[src/hdl/i2cbb_pkg.sv]
package i2cbb_pkg;

    // command codes; idle is code seven, code six is spare
    localparam logic [2:0] CMD_START = 3'd0;
    localparam logic [2:0] CMD_STOP  = 3'd1;
    localparam logic [2:0] CMD_WRITE = 3'd2;
    localparam logic [2:0] CMD_READ  = 3'd3;
    localparam logic [2:0] CMD_SACK  = 3'd4;
    localparam logic [2:0] CMD_RACK  = 3'd5;
    localparam logic [2:0] CMD_SPARE = 3'd6;
    localparam logic [2:0] CMD_IDLE  = 3'd7;

    localparam logic [1:0] SUB_LAST  = 2'd2;

    typedef struct packed {
        logic       cmd_valid;
        logic [2:0] mode;
        logic [7:0] tx_byte;
        logic       ack_out;
        logic       sda_in;
    } t_in_word;

    typedef struct packed {
        logic       scl_out;
        logic       sda_out;
        logic       busy_res;
        logic       done_res;
        logic [7:0] rx_byte;
        logic       ack_in;
    } t_res_word;

    // number of phases of each command
    function automatic logic [4:0] seq_len(input logic [2:0] cmd);
        logic [4:0] len;
        case (cmd)
            CMD_START: len = 5'd4;
            CMD_STOP:  len = 5'd3;
            CMD_WRITE: len = 5'd24;
            CMD_READ:  len = 5'd25;
            CMD_SACK:  len = 5'd3;
            default:   len = 5'd4;
        endcase
        return len;
    endfunction

endpackage

[src/hdl/i2cbb_if.sv]
interface i2cbb_in_if;
    import i2cbb_pkg::*;
    logic     valid;
    logic     ready;
    t_in_word data;
    modport source (output valid, output data, input ready);
    modport sink (input valid, input data, output ready);
endinterface

interface i2cbb_res_if;
    import i2cbb_pkg::*;
    logic      valid;
    logic      ready;
    t_res_word data;
    modport source (output valid, output data, input ready);
    modport sink (input valid, input data, output ready);
endinterface

[src/hdl/i2c_bitbang_master_phy_top.sv]
// channel | dir | handshake          | payload
// i_cmd   | in  | valid/ready        | cmd_valid, mode, tx_byte, ack_out, sda_in
// o_res   | out | valid/ready        | scl_out, sda_out, busy_res, done_res, rx_byte, ack_in
//
// One word in, one word out; a word can be taken every cycle while o_res accepts results, and its
// result appears in the cycle after, from the result register behind the phase sequencer.
// Reset (i_rst_n low, synchronous) leaves the sequencer idle with both lines released high.
// While a result waits unaccepted, i_cmd.ready drops unless o_res.ready is high in that cycle.
module i2c_bitbang_master_phy_top (
    input  logic        i_clk,
    input  logic        i_rst_n,
    i2cbb_in_if.sink    i_cmd,
    i2cbb_res_if.source o_res
);
    import i2cbb_pkg::*;

    logic      r_out_valid;
    t_res_word r_out_word;
    t_res_word n_out_word;
    logic      step;

    assign i_cmd.ready = !r_out_valid || o_res.ready;
    assign step        = i_cmd.valid && i_cmd.ready;

    i2cbb_core u_core (
        .i_clk   (i_clk),
        .i_rst_n (i_rst_n),
        .i_step  (step),
        .i_word  (i_cmd.data),
        .o_next  (n_out_word)
    );

    always_ff @(posedge i_clk) begin
        if (!i_rst_n) begin
            r_out_valid <= 1'b0;
        end else if (step) begin
            r_out_valid <= 1'b1;
        end else if (o_res.ready) begin
            r_out_valid <= 1'b0;
        end
    end

    always_ff @(posedge i_clk) begin
        if (step) begin
            r_out_word <= n_out_word;
        end
    end

    assign o_res.valid = r_out_valid;
    assign o_res.data  = r_out_word;

endmodule

[src/hdl/i2cbb_core.sv]
module i2cbb_core (
    input  logic                  i_clk,
    input  logic                  i_rst_n,
    input  logic                  i_step,
    input  i2cbb_pkg::t_in_word   i_word,
    output i2cbb_pkg::t_res_word  o_next
);
    import i2cbb_pkg::*;

    logic [2:0] r_cmd, n_cmd;
    logic [4:0] r_phase, n_phase;
    logic [1:0] r_sub, n_sub;
    logic [2:0] r_bit, n_bit;
    logic [7:0] r_shift, n_shift;
    logic       r_ack_hold, n_ack_hold;
    logic       r_scl, n_scl;
    logic       r_sda, n_sda;
    logic [7:0] r_rx, n_rx;
    logic       r_ack_seen, n_ack_seen;
    logic       n_done;

    always_comb begin
        logic [2:0] bit_sel;
        n_cmd      = r_cmd;
        n_phase    = r_phase;
        n_sub      = r_sub;
        n_bit      = r_bit;
        n_shift    = r_shift;
        n_ack_hold = r_ack_hold;
        n_scl      = r_scl;
        n_sda      = r_sda;
        n_rx       = r_rx;
        n_ack_seen = r_ack_seen;
        n_done     = 1'b0;
        bit_sel    = 3'd7 - r_bit;

        // take a new command only when idle
        if (r_cmd == CMD_IDLE && i_word.cmd_valid && (i_word.mode inside {[CMD_START:CMD_RACK]}))
        begin
            n_cmd   = i_word.mode;
            n_phase = 5'd0;
            n_sub   = 2'd0;
            n_bit   = 3'd0;
            bit_sel = 3'd7;
            if (i_word.mode == CMD_WRITE) begin
                n_shift = i_word.tx_byte;
            end else if (i_word.mode == CMD_READ) begin
                n_shift = 8'd0;
            end else if (i_word.mode == CMD_SACK) begin
                n_ack_hold = i_word.ack_out;
            end
        end

        if (n_cmd != CMD_IDLE) begin
            case (n_cmd)
                CMD_START: begin
                    case (n_phase)
                        5'd0:    n_sda = 1'b1;
                        5'd1:    n_scl = 1'b1;
                        5'd2:    n_sda = 1'b0;
                        default: n_scl = 1'b0;
                    endcase
                end
                CMD_STOP: begin
                    case (n_phase)
                        5'd0:    n_sda = 1'b0;
                        5'd1:    n_scl = 1'b1;
                        default: n_sda = 1'b1;
                    endcase
                end
                CMD_WRITE: begin
                    case (n_sub)
                        2'd0:    n_sda = n_shift[bit_sel];
                        2'd1:    n_scl = 1'b1;
                        default: n_scl = 1'b0;
                    endcase
                end
                CMD_READ: begin
                    if (n_phase == 5'd0) begin
                        n_sda = 1'b1;
                    end else begin
                        case (n_sub)
                            2'd0:    n_scl = 1'b1;
                            2'd1:    n_shift[bit_sel] = n_shift[bit_sel] | i_word.sda_in;
                            default: n_scl = 1'b0;
                        endcase
                    end
                end
                CMD_SACK: begin
                    case (n_phase)
                        5'd0:    n_sda = n_ack_hold;
                        5'd1:    n_scl = 1'b1;
                        default: n_scl = 1'b0;
                    endcase
                end
                default: begin
                    case (n_phase)
                        5'd0:    n_sda = 1'b1;
                        5'd1:    n_scl = 1'b1;
                        5'd2:    n_ack_seen = i_word.sda_in;
                        default: n_scl = 1'b0;
                    endcase
                end
            endcase

            // the release phase of a read does not count as a bit slot
            if (!(n_cmd == CMD_READ && n_phase == 5'd0)) begin
                if (n_sub == SUB_LAST) begin
                    n_sub = 2'd0;
                    n_bit = n_bit + 3'd1;
                end else begin
                    n_sub = n_sub + 2'd1;
                end
            end

            n_phase = n_phase + 5'd1;
            if (n_phase >= seq_len(n_cmd)) begin
                if (n_cmd == CMD_READ) begin
                    n_rx = n_shift;
                end
                n_cmd   = CMD_IDLE;
                n_phase = 5'd0;
                n_done  = 1'b1;
            end
        end
    end

    always_ff @(posedge i_clk) begin
        if (!i_rst_n) begin
            r_cmd      <= CMD_IDLE;
            r_phase    <= 5'd0;
            r_sub      <= 2'd0;
            r_bit      <= 3'd0;
            r_shift    <= 8'd0;
            r_ack_hold <= 1'b0;
            r_scl      <= 1'b1;
            r_sda      <= 1'b1;
            r_rx       <= 8'd0;
            r_ack_seen <= 1'b0;
        end else if (i_step) begin
            r_cmd      <= n_cmd;
            r_phase    <= n_phase;
            r_sub      <= n_sub;
            r_bit      <= n_bit;
            r_shift    <= n_shift;
            r_ack_hold <= n_ack_hold;
            r_scl      <= n_scl;
            r_sda      <= n_sda;
            r_rx       <= n_rx;
            r_ack_seen <= n_ack_seen;
        end
    end

    always_comb begin
        o_next.scl_out  = n_scl;
        o_next.sda_out  = n_sda;
        o_next.busy_res = (n_cmd != CMD_IDLE);
        o_next.done_res = n_done;
        o_next.rx_byte  = n_rx;
        o_next.ack_in   = n_ack_seen;
    end

    a_idle_phase_zero: assert property (@(posedge i_clk) disable iff (!i_rst_n)
        (r_cmd == CMD_IDLE) |-> (r_phase == 5'd0))
        else $error("phase counter not cleared while idle");

    a_sub_range: assert property (@(posedge i_clk) disable iff (!i_rst_n)
        r_sub != 2'd3)
        else $error("sub-phase counter out of range");

    a_done_not_busy: assert property (@(posedge i_clk) disable iff (!i_rst_n)
        (i_step && n_done) |-> !o_next.busy_res)
        else $error("done raised while still busy");

    a_phase_bound: assert property (@(posedge i_clk) disable iff (!i_rst_n)
        (r_cmd != CMD_IDLE) |-> (r_phase < seq_len(r_cmd)))
        else $error("phase counter beyond command length");

    a_hold_when_stalled: assert property (@(posedge i_clk) disable iff (!i_rst_n)
        !i_step |=> ($stable(r_cmd) && $stable(r_phase) && $stable(r_scl) && $stable(r_sda)))
        else $error("sequencer moved without a word");

endmodule
[src/flat_wrapper.sv]
// flat-port wrapper written by rule: the top's interface ports become plain ports
module i2c_bitbang_master_phy_top_flat import i2cbb_pkg::*;
  (i_clk, i_rst_n, i_cmd_valid, i_cmd_data, i_cmd_ready, o_res_valid, o_res_data, o_res_ready);
  i2cbb_in_if i_cmd_i ();
  i2cbb_res_if o_res_i ();
  input  logic i_clk;
  input  logic i_rst_n;
  input wire logic [$bits(i_cmd_i.valid)-1:0] i_cmd_valid;
  input wire logic [$bits(i_cmd_i.data)-1:0] i_cmd_data;
  output wire logic [$bits(i_cmd_i.ready)-1:0] i_cmd_ready;
  output wire logic [$bits(o_res_i.valid)-1:0] o_res_valid;
  output wire logic [$bits(o_res_i.data)-1:0] o_res_data;
  input wire logic [$bits(o_res_i.ready)-1:0] o_res_ready;
  assign i_cmd_i.valid = i_cmd_valid;
  assign i_cmd_i.data = i_cmd_data;
  assign i_cmd_ready = i_cmd_i.ready;
  assign o_res_valid = o_res_i.valid;
  assign o_res_data = o_res_i.data;
  assign o_res_i.ready = o_res_ready;
  i2c_bitbang_master_phy_top u_core (.i_clk(i_clk), .i_rst_n(i_rst_n), .i_cmd(i_cmd_i), .o_res(o_res_i));
endmodule
[config.mk]
export PLATFORM = sky130hd
export DESIGN_NAME = i2c_bitbang_master_phy_top_flat
export DESIGN_NICKNAME = d
export VERILOG_FILES = /design/src/hdl/i2cbb_pkg.sv /design/src/hdl/i2cbb_if.sv /design/src/hdl/i2c_bitbang_master_phy_top.sv /design/src/hdl/i2cbb_core.sv /design/src/flat_wrapper.sv
export SDC_FILE = /design/constraint.sdc
export NUM_CORES = 1
export LEC_CHECK = 0
export ABC_AREA = 1
export BUFFER_PORTS_ARGS = -buffer_cell sky130_fd_sc_hd__buf_4
export CORE_MARGIN = 3
export CORE_UTILIZATION = 50
export CTS_BUF_LIST = sky130_fd_sc_hd__clkbuf_8
export DETAILED_ROUTE_END_ITERATION = 8
export PLACE_DENSITY = 0.7
export SLEW_MARGIN = 20
export SYNTH_ARGS = -nofsm -noshare
export SYNTH_HDL_FRONTEND = slang
export SYNTH_SLANG_ARGS = --single-unit
export TNS_END_PERCENT = 10
[constraint.sdc]
create_clock -name i_clk -period 4.66 [get_ports i_clk]
set_input_delay 0.466 -clock i_clk [delete_from_list [all_inputs] [get_ports i_clk]]
set_output_delay 0.466 -clock i_clk [all_outputs]
set_load 0.01 [all_outputs]
Word-level counts from Yosys, hierarchy flattened
Index checks and enable logic that the tools add are counted.
{"block": "classes", "add_sub_neg": 4, "magnitude_cmp": 5, "n_eq_ne": 14, "n_mux": 57, "bitwise": 1, "n_reduce_logical": 15}
{"cell": "$mux W8", "n": 10}
{"cell": "$mux W3", "n": 8}
{"cell": "$mux W5", "n": 4}
{"cell": "$mux W1", "n": 19}
{"cell": "$pmux W5 S3", "n": 1}
{"cell": "$eq A3 B2 Y1 const B", "n": 4}
{"cell": "$pmux W1 S2", "n": 6}
{"cell": "$eq A3 B3 Y1 const B", "n": 3}
{"cell": "$bwmux W8", "n": 1}
{"cell": "$mux W2", "n": 4}
{"cell": "$pmux W1 S4", "n": 2}
{"cell": "$ge A3 B1 Y1 const B", "n": 2}
{"cell": "$logic_and A1 B1 Y1", "n": 6}
{"cell": "$ne A3 B3 Y1 const B", "n": 2}
{"cell": "$add A5 B1 Y5 const B", "n": 1}
{"cell": "$eq A5 B1 Y1 const B", "n": 1}
{"cell": "$eq A5 B2 Y1 const B", "n": 1}
{"cell": "$ge A5 B5 Y1", "n": 1}
{"cell": "$logic_not A5 Y1", "n": 1}
{"cell": "$reduce_or A5 Y1", "n": 1}
{"cell": "$lt A3 B4 Y1 const B", "n": 1}
{"cell": "$reduce_or A2 Y1", "n": 2}
{"cell": "$add A3 B1 Y3 const B", "n": 1}
{"cell": "$bmux W1 S3", "n": 1}
{"cell": "13 further kinds", "n": 13}
{"block": "totals", "ff_bits": 47, "inputBits": 18, "output_inout_bits": 15, "elab_cells": 113}

Depth between registers and ports, before layout
Gate-level depths: netlist of run 1.
{"block": "logic_depth", "ltp_word": 15, "mapped_depth": 22}

Hierarchy
A second synthesis of run 1 with hierarchy kept.
{"block": "unflattened", "hier_cells": 444, "area_unflattened_um2": 3025.4}
{"module": "i2cbb_core", "n_inst": 1, "cells_per_inst": 424, "area_per_inst_um2": 2583.7}
{"module": "i2c_bitbang_master_phy_top", "n_inst": 1, "cells_per_inst": 20, "area_per_inst_um2": 441.7}

Least setup slack after synthesis of run 1
Ideal clock, no wire load.
{"block": "synth_timing", "path_kind": "input to register", "startpoint": "input i_cmd_data[13]", "endpoint": "register u_core.r_out_word, in the netlist u_core.o_res.data[1], data pin", "t_arrival_ns": 3.106, "required_ns": 4.410, "slack_ns": 1.304, "path_stages": 19, "path_cell_list": "nand2_1 nor2_4 nand2_2 buf_6 inv_1 nor2_1 ha_1 nand3_1 xor2_1 ha_1 a21oi_1 o221ai_1 a21o_2 inv_1 nor2_4 buf_6 or2_2 nand2_2 inv_1"}
{"item": "from (decl)", "line_no": "flat_wrapper.sv:9", "rtl": "input wire logic [$bits(i_cmd_i.data)-1:0] i_cmd_data;"}
{"item": "to (signal assigned)", "line_no": "i2c_bitbang_master_phy_top.sv:45", "rtl": "r_out_word <= n_out_word;"}
{"item": "to (decl)", "line_no": "i2c_bitbang_master_phy_top.sv:18", "rtl": "t_res_word r_out_word;"}

==> impl_summary.log, run 1 <==
[metrics] placeable core area: 5680 um^2
[metrics] post-synthesis register bit count: 47
[metrics] Tightest Pin Transition: 0.893 ns
[metrics] outcome: completed
[metrics] slowest cell on the critical path: sky130_fd_sc_hd__nor2_1
[metrics] top achievable clock speed: 268 MHz
[metrics] # setup viols final: 0
[metrics] Clock Sinks: 47
[metrics] Fin. Hold Viols: 0
[metrics] crit path DAT: 3.80 ns
[metrics] ordered cell list for the critical path: nand2_1, nor2_4, nand2_2, inv_1, nor2_1, ha_1, nand3_1, xor2_1, ha_1, a21oi_1, o221ai_1, a21o_2, inv_1, nor2_4, or2_2, nand2_1, inv_1
[metrics] starting density of the core: 0.535
[metrics] final layout net count: 484
[metrics] Clock Pin Slew Worst Setup and Hold Paths: 0.09 ns
[metrics] number of buffers inserted by port buffering: 32
[metrics] io pins: 33
[metrics] Top FF cell, synth: sky130_fd_sc_hd__dfxtp_1
[metrics] Relative slew margins: 0.403
[metrics] gate count of the mapped netlist: 430
[metrics] fill cell instance count of the final layout: 535
[metrics] number of levels in the clock H-tree: 2
[metrics] element type at the critical path end: flop
[metrics] Clock Path Buffers: 2
[metrics] Reg2Reg Setup Slack: 0.93 ns
[metrics] share of async-settable or async-resettable flops after synthesis: 0
[metrics] setup tns final: 0 ns
[metrics] # Max-Cap Violations: 0
[metrics] clock latency of the later-clocked register in the worst-skew pair: 0.31 ns
[metrics] CTS tree: built
[metrics] residual overflow from global routing: 0
[metrics] DR WL/cell: 13.4 um
[metrics] Worst Path Class, Setup: flop to flop
[metrics] count of non-filler cells in the finished layout: 529
[metrics] Max IR drop VDD: 215 uV
[metrics] Die Outline Area: 7040 um^2
[metrics] GR met2 Demand/Resource: 0.315
[metrics] mean post-synth cell area: 7.06 um^2
[metrics] hold buffer count at CTS: 0
[metrics] CP dominant cell by count: sky130_fd_sc_hd__inv_1
[metrics] count of antenna-violating nets left after detailed routing: 0
[metrics] number of design rule violations left after detail routing: 0
[metrics] total leakage power: 1.63 nW
[metrics] clock root buffer: sky130_fd_sc_hd__clkbuf_8
[metrics] wirelength, routed: 7.09 mm
[metrics] Synth Warn #: 0
[metrics] total setup buffers inserted after CTS: 0
[metrics] number of different library cells in the post-synthesis netlist: 37
[metrics] GRT busiest layer: met2
[metrics] crit start category: flop
[metrics] top-count cell post-synth: sky130_fd_sc_hd__nand2_1
[metrics] Setup crit start: u_core.u_core.r_cmd[0]
[metrics] area growth from synthesis to final layout: 13.0%
[metrics] min-delay worst type: input pin to flop
[metrics] register area share after synthesis: 0.353
[metrics] x dimension of the die: 83.9 um
[metrics] Gates resized, CTS repair: 0
[metrics] number of clock buffers inserted by TritonCTS: 5
[metrics] number of antenna repair diodes: 0
[metrics] Fin Clk Skew: 0.00966 ns
[metrics] Post-Synthesis Cell Area: 3040 um^2
[metrics] number of standard-cell rows in the floorplan: 27
[metrics] most numerous cell types in the synthesized netlist: sky130_fd_sc_hd__nand2_1 (104), sky130_fd_sc_hd__inv_1 (57), sky130_fd_sc_hd__nand3_1 (36)
[metrics] number of placed instances, taps included: 521
[metrics] via count of the first global-routing pass: 2535
[metrics] top cell family by delay on the critical path: simple AND/OR/NAND/NOR gates
[metrics] top-area cell type share of the netlist area: 0.224
[metrics] Post-synth EDFFs: 13
[metrics] biggest fanout along the worst timing path: 21
[metrics] height of the die: 83.9 um
[metrics] global routing usage summed across all routing layers: 0.211
[metrics] Crit path depth: 17
[metrics] Reg-to-Reg End: u_core.o_res.data[8]
[metrics] top post-synthesis cells by area: sky130_fd_sc_hd__dfxtp_1 (22%), sky130_fd_sc_hd__edfxtp_1 (13%), sky130_fd_sc_hd__nand2_1 (13%)
[metrics] post-layout minimum cycle time: 3.73 ns
[metrics] count of vias placed by the detailed router: 2816
[metrics] GR met3 Demand/Resource: 0.0444
[metrics] Via-to-Cell Ratio: 5.32
[metrics] ratio of final minimum period to clock period: 0.800
[metrics] data required time at the worst endpoint: 4.73 ns
[metrics] final RePlAce weighted congestion: 0.874
[metrics] count of TritonRoute iterations in the first routing pass: 5
[metrics] total buffers and inverters traversed by the critical path: 3
[metrics] detailed placer's ending HPWL: 5.23 mm
[metrics] synthesized net count: 458
[metrics] layout cells sized above 1: 0.164
[metrics] met1 Use GR: 0.310
[metrics] first-pass GRT wire length: 12.1 mm
[metrics] Crit Reg-Reg Startpoint: u_core.u_core.r_cmd[0]
[metrics] end point of the critical path: u_core.o_res.data[8]
[metrics] antenna violations before repair: 0
[metrics] RSZ-0062 raised after global routing: no
[metrics] pin count of the biggest net entering global routing: 34
[metrics] PD cells: 356 nW/um^2
[metrics] cell taking the most area after synthesis: sky130_fd_sc_hd__dfxtp_1
[metrics] final slew viol count: 0
[metrics] critical path's largest stage delay: 0.37 ns
[metrics] Initial DRC Count: 156
[metrics] Worst Reg-to-Reg Cells: 17
==> flip-flops by register name, indices dropped and copies added (netlist names) <==
| register | count |
|---|---|
| u_core.u_core.r_bit | 3 |
| u_core.u_core.r_phase | 5 |
| u_core.u_core.r_sda | 1 |
| u_core.u_core.r_ack_seen | 1 |
| u_core.u_core.r_scl | 1 |
| u_core.u_core.r_cmd | 3 |
| u_core.u_core.r_shift | 8 |
| u_core.u_core.r_ack_hold | 1 |
| u_core.o_res.data | 13 |
| u_core.u_core.r_sub | 2 |
| u_core.u_core.r_rx | 8 |
| u_core.o_res.valid | 1 |
==> per-layer routing <==
metal  wire, um  part of all wire
met3        451             0.064
met5          0                 0
met1       3510              0.50
met2       3050              0.43
met4         74             0.010
==> tightest hold or removal path: cells and delay by family <==
kind | cells | cell delay, ns
AND/OR/NAND/NOR | 1 | 0.08
buffers and inverters | 2 | 0.10
AO/OA/AOI/OAI | 1 | 0.07
==> kinds of logic (layout without fill, tap and decap cells) <==
group | count (synthesis) | after routing | share of synthesized area
and+or+nand+nor | 199 | 199 | 0.310
AOI/OAI and AO/OA | 95 | 95 | 0.182
buffers and inverters | 75 | 102 | 0.102
DFF | 47 | 47 | 0.353
adders and majority gates | 10 | 10 | 0.0412
xor gates and xnor gates | 3 | 3 | 0.00865
muxes | 1 | 1 | 0.00330
==> layout by cell type (no fill, tap or decap), types with 7 or more instances in the layout <==
cell type / n
sky130_fd_sc_hd__dfxtp_1: 34
sky130_fd_sc_hd__inv_1: 57
sky130_fd_sc_hd__nand2_2: 7
sky130_fd_sc_hd__edfxtp_1: 13
sky130_fd_sc_hd__o211ai_1: 9
sky130_fd_sc_hd__ha_1: 10
sky130_fd_sc_hd__a21oi_1: 31
sky130_fd_sc_hd__o21ai_1: 9
sky130_fd_sc_hd__or2_2: 8
sky130_fd_sc_hd__nor2_1: 30
sky130_fd_sc_hd__buf_4: 33
sky130_fd_sc_hd__o21ai_0: 32
sky130_fd_sc_hd__nand2_1: 104
sky130_fd_sc_hd__nand3_1: 36
==> through the flow <==
step	utilization	hold WS (ns)	total power, W	setup slack, ns	instance area (um^2)
3_5_place_dp	0.581	0.457	0.000868	0.761	3300
6_report	0.605	0.464	0.00122	0.932	3430
4_1_cts	0.605	0.458	0.00123	0.963	3430
2_1_floorplan	-	0.445	0.000772	1.30	3040
3_3_place_gp	0.581	0.452	0.000862	0.941	3300
5_1_grt	0.605	0.486	0.00130	0.589	3430
==> area by class of cell <==
type | count | area, um^2 | area share
Tap cell | 72 | 90.1 | 0.0262
Sequential cell | 47 | 1070 | 0.312
Clock buffer | 5 | 68.8 | 0.0201
Clock inverter | 3 | 67.6 | 0.0197
Multi-Input combinational cell | 308 | 1660 | 0.482
Inverter | 61 | 231 | 0.0674
Timing Repair Buffer | 33 | 248 | 0.0722
==> power by group <==
group | switching, W | total, W | internal [W] | leakage (nW)
sequential | 0.0000204 | 0.000487 | 0.000466 | 0.407
clock | 0.000145 | 0.000359 | 0.000214 | 0.0644
combinational | 0.000242 | 0.000376 | 0.000134 | 1.16
total | 0.000408 | 0.00122 | 0.000814 | 1.63
==> worst min path at each step <==
stage                               end  slack, ns                     start  cells after the start
3_5_place_dp     u_core.u_core.r_sub[1]       0.46    u_core.u_core.r_sub[1]                      2
2_1_floorplan  u_core.u_core.r_shift[2]       0.45  u_core.u_core.r_shift[2]                      2
5_1_grt          u_core.u_core.r_cmd[0]       0.49                   i_rst_n                      2
6_report             u_core.o_res.valid       0.46               o_res_ready                      4
3_3_place_gp   u_core.u_core.r_shift[6]       0.45  u_core.u_core.r_shift[6]                      2
4_1_cts              u_core.o_res.valid       0.46               o_res_ready                      4
No activity file was read; power rests on OpenSTA's default activity.
==> run 2, diff against run 1 <==
PLACE_DENSITY = 0.72   (was 0.7)
clock period = 3.38 ns   (was 4.66 ns; I/O delays follow)
==> run 2 against run 1 <==
Global-route usage shrank 0.98 points; hold slack lost 0.14 ns; setup slack lost 0.70 ns; largest cell class unchanged; critical path type unchanged.
==> impl_summary.log, run 2 (synthesized netlist as in run 1, its figures left out) <==
[metrics] outcome: completed
[metrics] Clock Pin Slew Worst Setup and Hold Paths: 0.09 ns (about the same)
[metrics] pin count of the biggest net entering global routing: 36 (+5.9%)
[metrics] layout cells sized above 1: 0.198 (+0.0338)
[metrics] count of TritonRoute iterations in the first routing pass: 5 (unchanged)
[metrics] internal power component: 0.00109 W (+33%)
[metrics] Max IR drop VDD: 295 uV (+37%)
[metrics] final slew viol count: 0 (unchanged)
[metrics] number of antenna repair diodes: 0 (unchanged)
[metrics] number of clock buffers inserted by TritonCTS: 5 (unchanged)
[metrics] relative contribution of sequential cells to total power: 0.403 (+0.005)
[metrics] total leakage power: 1.69 nW (+3.5%)
[metrics] Clock Power Share: 0.259 (-0.035)
[metrics] antenna violations before repair: 0 (unchanged)
[metrics] io pins: 33 (unchanged)
[metrics] Fin Clk Skew: 0.00650 ns (-0.00316 ns)
[metrics] Die Outline Area: 7040 um^2 (unchanged)
[metrics] Worst Reg-to-Reg Cells: 17 (unchanged)
[metrics] Fin. Hold Viols: 0 (unchanged)
[metrics] ratio of final minimum period to clock period: 0.931 (+0.131)
[metrics] # Max-Cap Violations: 0 (unchanged)
[metrics] PD cells: 473 nW/um^2 (+33%)
[metrics] crit path DAT: 3.22 ns (-0.58 ns)
[metrics] hold buffer count at CTS: 0 (unchanged)
[metrics] first-pass GRT wire length: 11.7 mm (-3.2%)
[metrics] via count of the first global-routing pass: 2576 (+1.6%)
[metrics] commonest cells after routing, fill and taps aside: sky130_fd_sc_hd__nand2_1 (104), sky130_fd_sc_hd__inv_1 (55), sky130_fd_sc_hd__buf_4 (44), sky130_fd_sc_hd__nand3_1 (36)
[metrics] Crit Reg-Reg Startpoint: u_core.u_core.r_cmd[0]
[metrics] final RePlAce weighted congestion: 0.909 (+4.0%)
[metrics] biggest fanout along the worst timing path: 10 (-52%)
[metrics] Clock Path Buffers: 2 (unchanged)
[metrics] switching part of the total power: 0.350 (+0.0163)
[metrics] depth of the worst hold-timing path: 4 (unchanged)
[metrics] final hold slack: 0.322 ns (-0.141 ns)
[metrics] global routing usage summed across all routing layers: 0.201 (-0.00976)
[metrics] number of levels in the clock H-tree: 2 (unchanged)
[metrics] height of the die: 83.9 um (unchanged)
[metrics] number of design rule violations left after detail routing: 0 (unchanged)
[metrics] data required time at the worst endpoint: 3.45 ns (-1.28 ns)
[metrics] area growth from synthesis to final layout: 16.2%
[metrics] residual overflow from global routing: 0 (unchanged)
[metrics] RSZ-0062 raised after global routing: no
[metrics] Hold Startpoint: o_res_ready
[metrics] crit start category: flop
[metrics] count of vias placed by the detailed router: 2885 (+2.5%)
[metrics] top achievable clock speed: 318 MHz (+18%)
[metrics] number of buffers inserted by port buffering: 32 (unchanged)
[metrics] min-delay worst type: input pin to flop
[metrics] Relative slew margins: 0.519 (+0.116)
[metrics] clock latency of the later-clocked register in the worst-skew pair: 0.31 ns (about the same)
[metrics] Worst Path Class, Setup: flop to flop
[metrics] Reg-to-Reg End: u_core.o_res.data[1]
[metrics] clock root buffer: sky130_fd_sc_hd__clkbuf_8
[metrics] switching power summed over all nets: 0.000585 W (+43%)
[metrics] placeable core area: 5680 um^2 (unchanged)
[metrics] number of standard-cell rows in the floorplan: 27 (unchanged)
[metrics] most frequent standard cell in the layout excluding fill and tap cells: sky130_fd_sc_hd__nand2_1
[metrics] setup tns final: 0 ns (unchanged)
[metrics] Clock Sinks: 47 (unchanged)
[metrics] post-layout minimum cycle time: 3.15 ns (-0.581 ns)
[metrics] count of antenna-violating nets left after detailed routing: 0 (unchanged)
[metrics] starting density of the core: 0.535 (unchanged)
[metrics] element type at the critical path end: flop
[metrics] Tightest Pin Transition: 0.720 ns (-0.172 ns)
[metrics] end point of the worst hold path: u_core.o_res.valid
[metrics] x dimension of the die: 83.9 um (unchanged)
[metrics] DR WL/cell: 13.2 um (-1.7%)
[metrics] Combinational Power Share: 0.339 (+0.031)
[metrics] final layout net count: 497 (+2.7%)
[metrics] Via-to-Cell Ratio: 5.32 (about the same)
[metrics] Initial DRC Count: 234 (+50%)
[metrics] wirelength, routed: 7.14 mm (+0.73%)
[metrics] max FFs per register: 13 (unchanged)
[metrics] Reg2Reg Setup Slack: 0.23 ns (-0.70 ns)
[metrics] detailed placer's ending HPWL: 5.23 mm (about the same)
[metrics] # setup viols final: 0 (unchanged)
[metrics] CTS tree: built
[run 2: cell types whose count changed in the layout (fill, tap and decap cells not counted), sizes merged]
cell	previous run	this run
bufinv	2	1
buf	33	45
nor2	36	37
inv	60	61
[run 2: per-stage QoR]
stage	std cells	cell area (um^2)	worst slack (ns)	utilization	power, W
finish	542	3530	0.233	0.622	0.00167
global route	542	3530	0.000463	0.622	0.00177
CTS	539	3500	0.0959	0.616	0.00166
detailed placement	531	3380	0.0404	0.596	0.00123
global placement	531	3380	0.111	0.596	0.00121
floorplan	430	3040	0.139	-	0.00106
[run 2: repair_timing]
item | in CTS | in global routing
buffers inserted | 0 | 2
gates resized for setup | 0 | 6
endpoints found under the setup margin | 0 | 17
[run 2: worst max path at each step]
stage | startpoint | cells after the start | endpoint | slack [ns]
after CTS | u_core.u_core.r_cmd[0] | 17 | u_core.o_res.data[1] | 0.1
after detailed placement | i_cmd_data[13] | 18 | u_core.o_res.data[5] | 0.04
after floorplan | u_core.u_core.r_cmd[0] | 19 | u_core.o_res.data[1] | 0.14
after global placement | i_cmd_data[13] | 18 | u_core.o_res.data[8] | 0.11
final | u_core.u_core.r_cmd[0] | 17 | u_core.o_res.data[1] | 0.23
after global routing | u_core.u_core.r_cmd[2] | 20 | u_core.o_res.data[8] | 0.0005
[run 2: cell type report]
class                   count  area (um^2)
fillers                   534         2150
multi-input cells         309         1670
flip-flops and latches     47         1070
repair buffers             45          350
inverters                  61          231
well taps                  72         90.1
clock buffers               5         68.8
clock inverters             3         46.3
[run 2: worst max-delay path, stage by stage (launching register included)]
cell                       delay, ns
sky130_fd_sc_hd__dfxtp_2        0.38
sky130_fd_sc_hd__nand2_1        0.10
sky130_fd_sc_hd__nor2_4         0.16
sky130_fd_sc_hd__nand2_4        0.13
sky130_fd_sc_hd__o21ai_4        0.26
sky130_fd_sc_hd__nand2_4        0.12
sky130_fd_sc_hd__nor2_1         0.25
sky130_fd_sc_hd__nor2_2         0.09
sky130_fd_sc_hd__inv_1          0.07
sky130_fd_sc_hd__ha_1           0.26
sky130_fd_sc_hd__a21oi_1        0.15
sky130_fd_sc_hd__o221ai_1       0.12
sky130_fd_sc_hd__a21o_2         0.22
sky130_fd_sc_hd__inv_2          0.11
sky130_fd_sc_hd__nor2_2         0.08
sky130_fd_sc_hd__or2_2          0.28
sky130_fd_sc_hd__nand2_2        0.09
sky130_fd_sc_hd__inv_1          0.05
[run 2: power groups by stage]
stage                     registers, W  clock network (W)  logic, W
after CTS                     0.000672           0.000440  0.000547
after detailed placement      0.000684                  0  0.000544
after floorplan               0.000691                  0  0.000373
after global routing          0.000679           0.000460  0.000629
final                         0.000672           0.000432  0.000566
after global placement        0.000683                  0  0.000531
[run 2: layer usage]
metal  vias to the layer above  track usage  share of wire
met5                         -            0              0
met4                         0       0.0526          0.011
met3                         8       0.0316          0.062
met2                        86        0.317           0.44
met1                      1299        0.287           0.49
li1                       1492            -              -
==> run 3, diff against run 2 <==
CORE_UTILIZATION = 28   (was 50)
PLACE_DENSITY = unset   (was 0.72)
==> run 3 against run 2 <==
Setup slack gained 0.020 ns; routed wire length rose by 5.2%; combinational power decreased by 3%; first-iteration DRC count up 18%; largest cell class unchanged; global-route usage shrank 7.1 points; non-clock buffer count is 3 lower; register-to-register slack gained 0.02 ns; via count shrank 2.5%; sequential power barely moved; die area grew 72%.
==> impl_summary.log, run 3 (synthesized netlist as in run 1, its figures left out) <==
[metrics] Fin. Hold Viols: 0 (unchanged)
[metrics] io pins: 33 (unchanged)
[metrics] number of design rule violations left after detail routing: 0 (unchanged)
[metrics] Tightest Pin Transition: 0.570 ns (-0.150 ns)
[metrics] Fin Clk Skew: 0.0125 ns (+0.00604 ns)
[metrics] number of levels in the clock H-tree: 2 (unchanged)
[metrics] commonest cells after routing, fill and taps aside: sky130_fd_sc_hd__nand2_1 (104), sky130_fd_sc_hd__inv_1 (55), sky130_fd_sc_hd__buf_4 (42), sky130_fd_sc_hd__nand3_1 (36)
[metrics] Clock Pin Slew Worst Setup and Hold Paths: 0.10 ns (about the same)
[metrics] min-delay worst type: input pin to flop
[metrics] depth of the worst hold-timing path: 4 (unchanged)
[metrics] Setup crit start: u_core.u_core.r_cmd[0]
[metrics] final slew viol count: 0 (unchanged)
[metrics] Relative slew margins: 0.618 (+0.0984)
[metrics] element type at the critical path end: flop
[metrics] Reg-to-Reg End: u_core.o_res.data[8]
[metrics] first-pass GRT wire length: 12.6 mm (+7.5%)
[metrics] # setup viols final: 0 (unchanged)
[metrics] RSZ-0062 raised after global routing: no
[metrics] setup tns final: 0 ns (unchanged)
[metrics] top achievable clock speed: 320 MHz (+0.64%)
[metrics] pin count of the biggest net entering global routing: 39 (+8.3%)
[metrics] wirelength, routed: 7.51 mm (+5.2%)
[metrics] GR met3 Demand/Resource: 0.0215 (-0.0100)
[metrics] clock root buffer: sky130_fd_sc_hd__clkbuf_8
[metrics] Clock Sinks: 47 (unchanged)
[metrics] Reg2Reg Setup Slack: 0.25 ns (+0.02 ns)
[metrics] layout cells sized above 1: 0.195 (-0.00301)
[metrics] hold buffer count at CTS: 0 (unchanged)
[metrics] number of antenna repair diodes: 0 (unchanged)
[metrics] # Max-Cap Violations: 0 (unchanged)
[metrics] number of buffers inserted by port buffering: 32 (unchanged)
[metrics] fill cell instance count of the final layout: 1113 (+110%)
[metrics] most frequent standard cell in the layout excluding fill and tap cells: sky130_fd_sc_hd__nand2_1
[metrics] GRT busiest layer: met2
[metrics] area occupied by multi-input gates: 1670 um^2 (-0.15%)
[metrics] count of antenna-violating nets left after detailed routing: 0 (unchanged)
[metrics] GR met2 Demand/Resource: 0.197 (-0.120)
[metrics] area growth from synthesis to final layout: 17.6%
[metrics] total leakage power: 1.66 nW (-1.4%)
[metrics] Die Outline Area: 12100 um^2 (+72%)
[metrics] detailed placer's ending HPWL: 5.53 mm (+5.7%)
[metrics] crit path DAT: 3.20 ns (-0.02 ns)
[metrics] PD cells: 465 nW/um^2 (-1.8%)
[metrics] end point of the critical path: u_core.o_res.data[8]
[metrics] outcome: completed
[metrics] clock latency of the later-clocked register in the worst-skew pair: 0.31 ns (about the same)
[metrics] number of clock buffers inserted by TritonCTS: 5 (unchanged)
[metrics] Max IR drop VDD: 169 uV (-43%)
[metrics] ratio of final minimum period to clock period: 0.925 (-0.00589)
[metrics] overall power after layout: 0.00166 W (-0.61%)
[metrics] met1 Use GR: 0.185 (-0.102)
[metrics] biggest fanout along the worst timing path: 6 (-4)
[metrics] count of TritonRoute iterations in the first routing pass: 4 (-1)
[metrics] antenna violations before repair: 0 (unchanged)
[metrics] data required time at the worst endpoint: 3.45 ns (about the same)
[metrics] Initial DRC Count: 275 (+18%)
[metrics] placeable core area: 10400 um^2 (+84%)
[metrics] x dimension of the die: 110 um (+31%)
[metrics] final RePlAce weighted congestion: 0.876 (-3.6%)
[metrics] Worst Path Class, Setup: flop to flop
[metrics] global routing usage summed across all routing layers: 0.130 (-0.0713)
[metrics] Crit Reg-Reg Startpoint: u_core.u_core.r_cmd[0]
[metrics] crit start category: flop
[metrics] count of vias placed by the detailed router: 2814 (-2.5%)
[metrics] Via-to-Cell Ratio: 4.67 (-12%)
[metrics] final layout net count: 494 (-0.60%)
[metrics] max FFs per register: 13 (unchanged)
[metrics] height of the die: 110 um (+31%)
[metrics] post-layout minimum cycle time: 3.13 ns (-0.0199 ns)
[metrics] starting density of the core: 0.292 (-0.244)
[metrics] residual overflow from global routing: 0 (unchanged)
[metrics] Worst Reg-to-Reg Cells: 18 (+1)
[metrics] via count of the first global-routing pass: 2673 (+3.8%)
[metrics] register cell area after layout: 1070 um^2 (unchanged)
[metrics] DR WL/cell: 12.5 um (-5.4%)
[metrics] number of standard-cell rows in the floorplan: 37 (+37%)
[metrics] Clock Path Buffers: 2 (unchanged)
[metrics] CTS tree: built
## run 3: cell types whose count changed in the layout (fill, tap and decap cells not counted), sizes merged
cell  delta
buf      -3
## run 3: worst min path at each step
stage | start | to
after global routing | o_res_ready | u_core.o_res.valid
after detailed placement | u_core.u_core.r_bit[1] | u_core.u_core.r_bit[1]
final | o_res_ready | u_core.o_res.valid
after floorplan | u_core.u_core.r_shift[2] | u_core.u_core.r_shift[2]
after global placement | u_core.u_core.r_shift[4] | u_core.u_core.r_shift[4]
after CTS | o_res_ready | u_core.o_res.valid
## run 3: cell type report
cell class,count,area share
multi-input combinational,309,0.467
sequential,47,0.301
timing repair buffer,42,0.0883
inverter,61,0.0648
tap,136,0.0476
clock buffer,5,0.0193
clock inverter,3,0.0130
## run 3: power breakdown
group | switching, W | leakage, nW | internal (W)
Combinational | 0.000341 | 1.20 | 0.000207
Clock | 0.000217 | 0.0548 | 0.000223
Sequential | 0.0000285 | 0.407 | 0.000644
## run 3: what timing repair did
item                                    in CTS  in global routing
gates resized for setup                      0                  6
endpoints found under the setup margin       0                 16
buffers inserted                             0                  1
## run 3: critical path, cell delays in order, from the launching register on
cell and delay (ns):
sky130_fd_sc_hd__dfxtp_2 0.37, sky130_fd_sc_hd__nand2_1 0.09, sky130_fd_sc_hd__nor2_4 0.14, sky130_fd_sc_hd__nand2_2 0.14, sky130_fd_sc_hd__o21ai_4 0.26, sky130_fd_sc_hd__inv_1 0.11, sky130_fd_sc_hd__nand2_1 0.12, sky130_fd_sc_hd__nand2_2 0.07
sky130_fd_sc_hd__nor2_2 0.12, sky130_fd_sc_hd__inv_1 0.06, sky130_fd_sc_hd__ha_1 0.32, sky130_fd_sc_hd__a21oi_1 0.15, sky130_fd_sc_hd__o221ai_1 0.13, sky130_fd_sc_hd__a21o_2 0.22, sky130_fd_sc_hd__inv_2 0.11, sky130_fd_sc_hd__nor2_2 0.08
sky130_fd_sc_hd__or2_2 0.27, sky130_fd_sc_hd__nand2_1 0.10, sky130_fd_sc_hd__inv_1 0.04
## run 3: metal layers
layer  vias up  routed length [um]
li1       1482                   -
met1      1233                3620
met2        85                3290
met3        14                 429
met4         0                 174
met5         -                   0
## run 3: per-stage QoR
stage	util	instances	hold WS, ns	setup slack, ns	area (um^2)
5_1_grt	0.343	603	0.337	0.0370	3570
2_1_floorplan	-	430	0.445	0.139	3040
6_report	0.343	603	0.332	0.252	3570
4_1_cts	0.341	601	0.327	0.0796	3550
3_3_place_gp	0.330	593	0.454	0.190	3440
3_5_place_dp	0.330	593	0.457	0.0472	3440
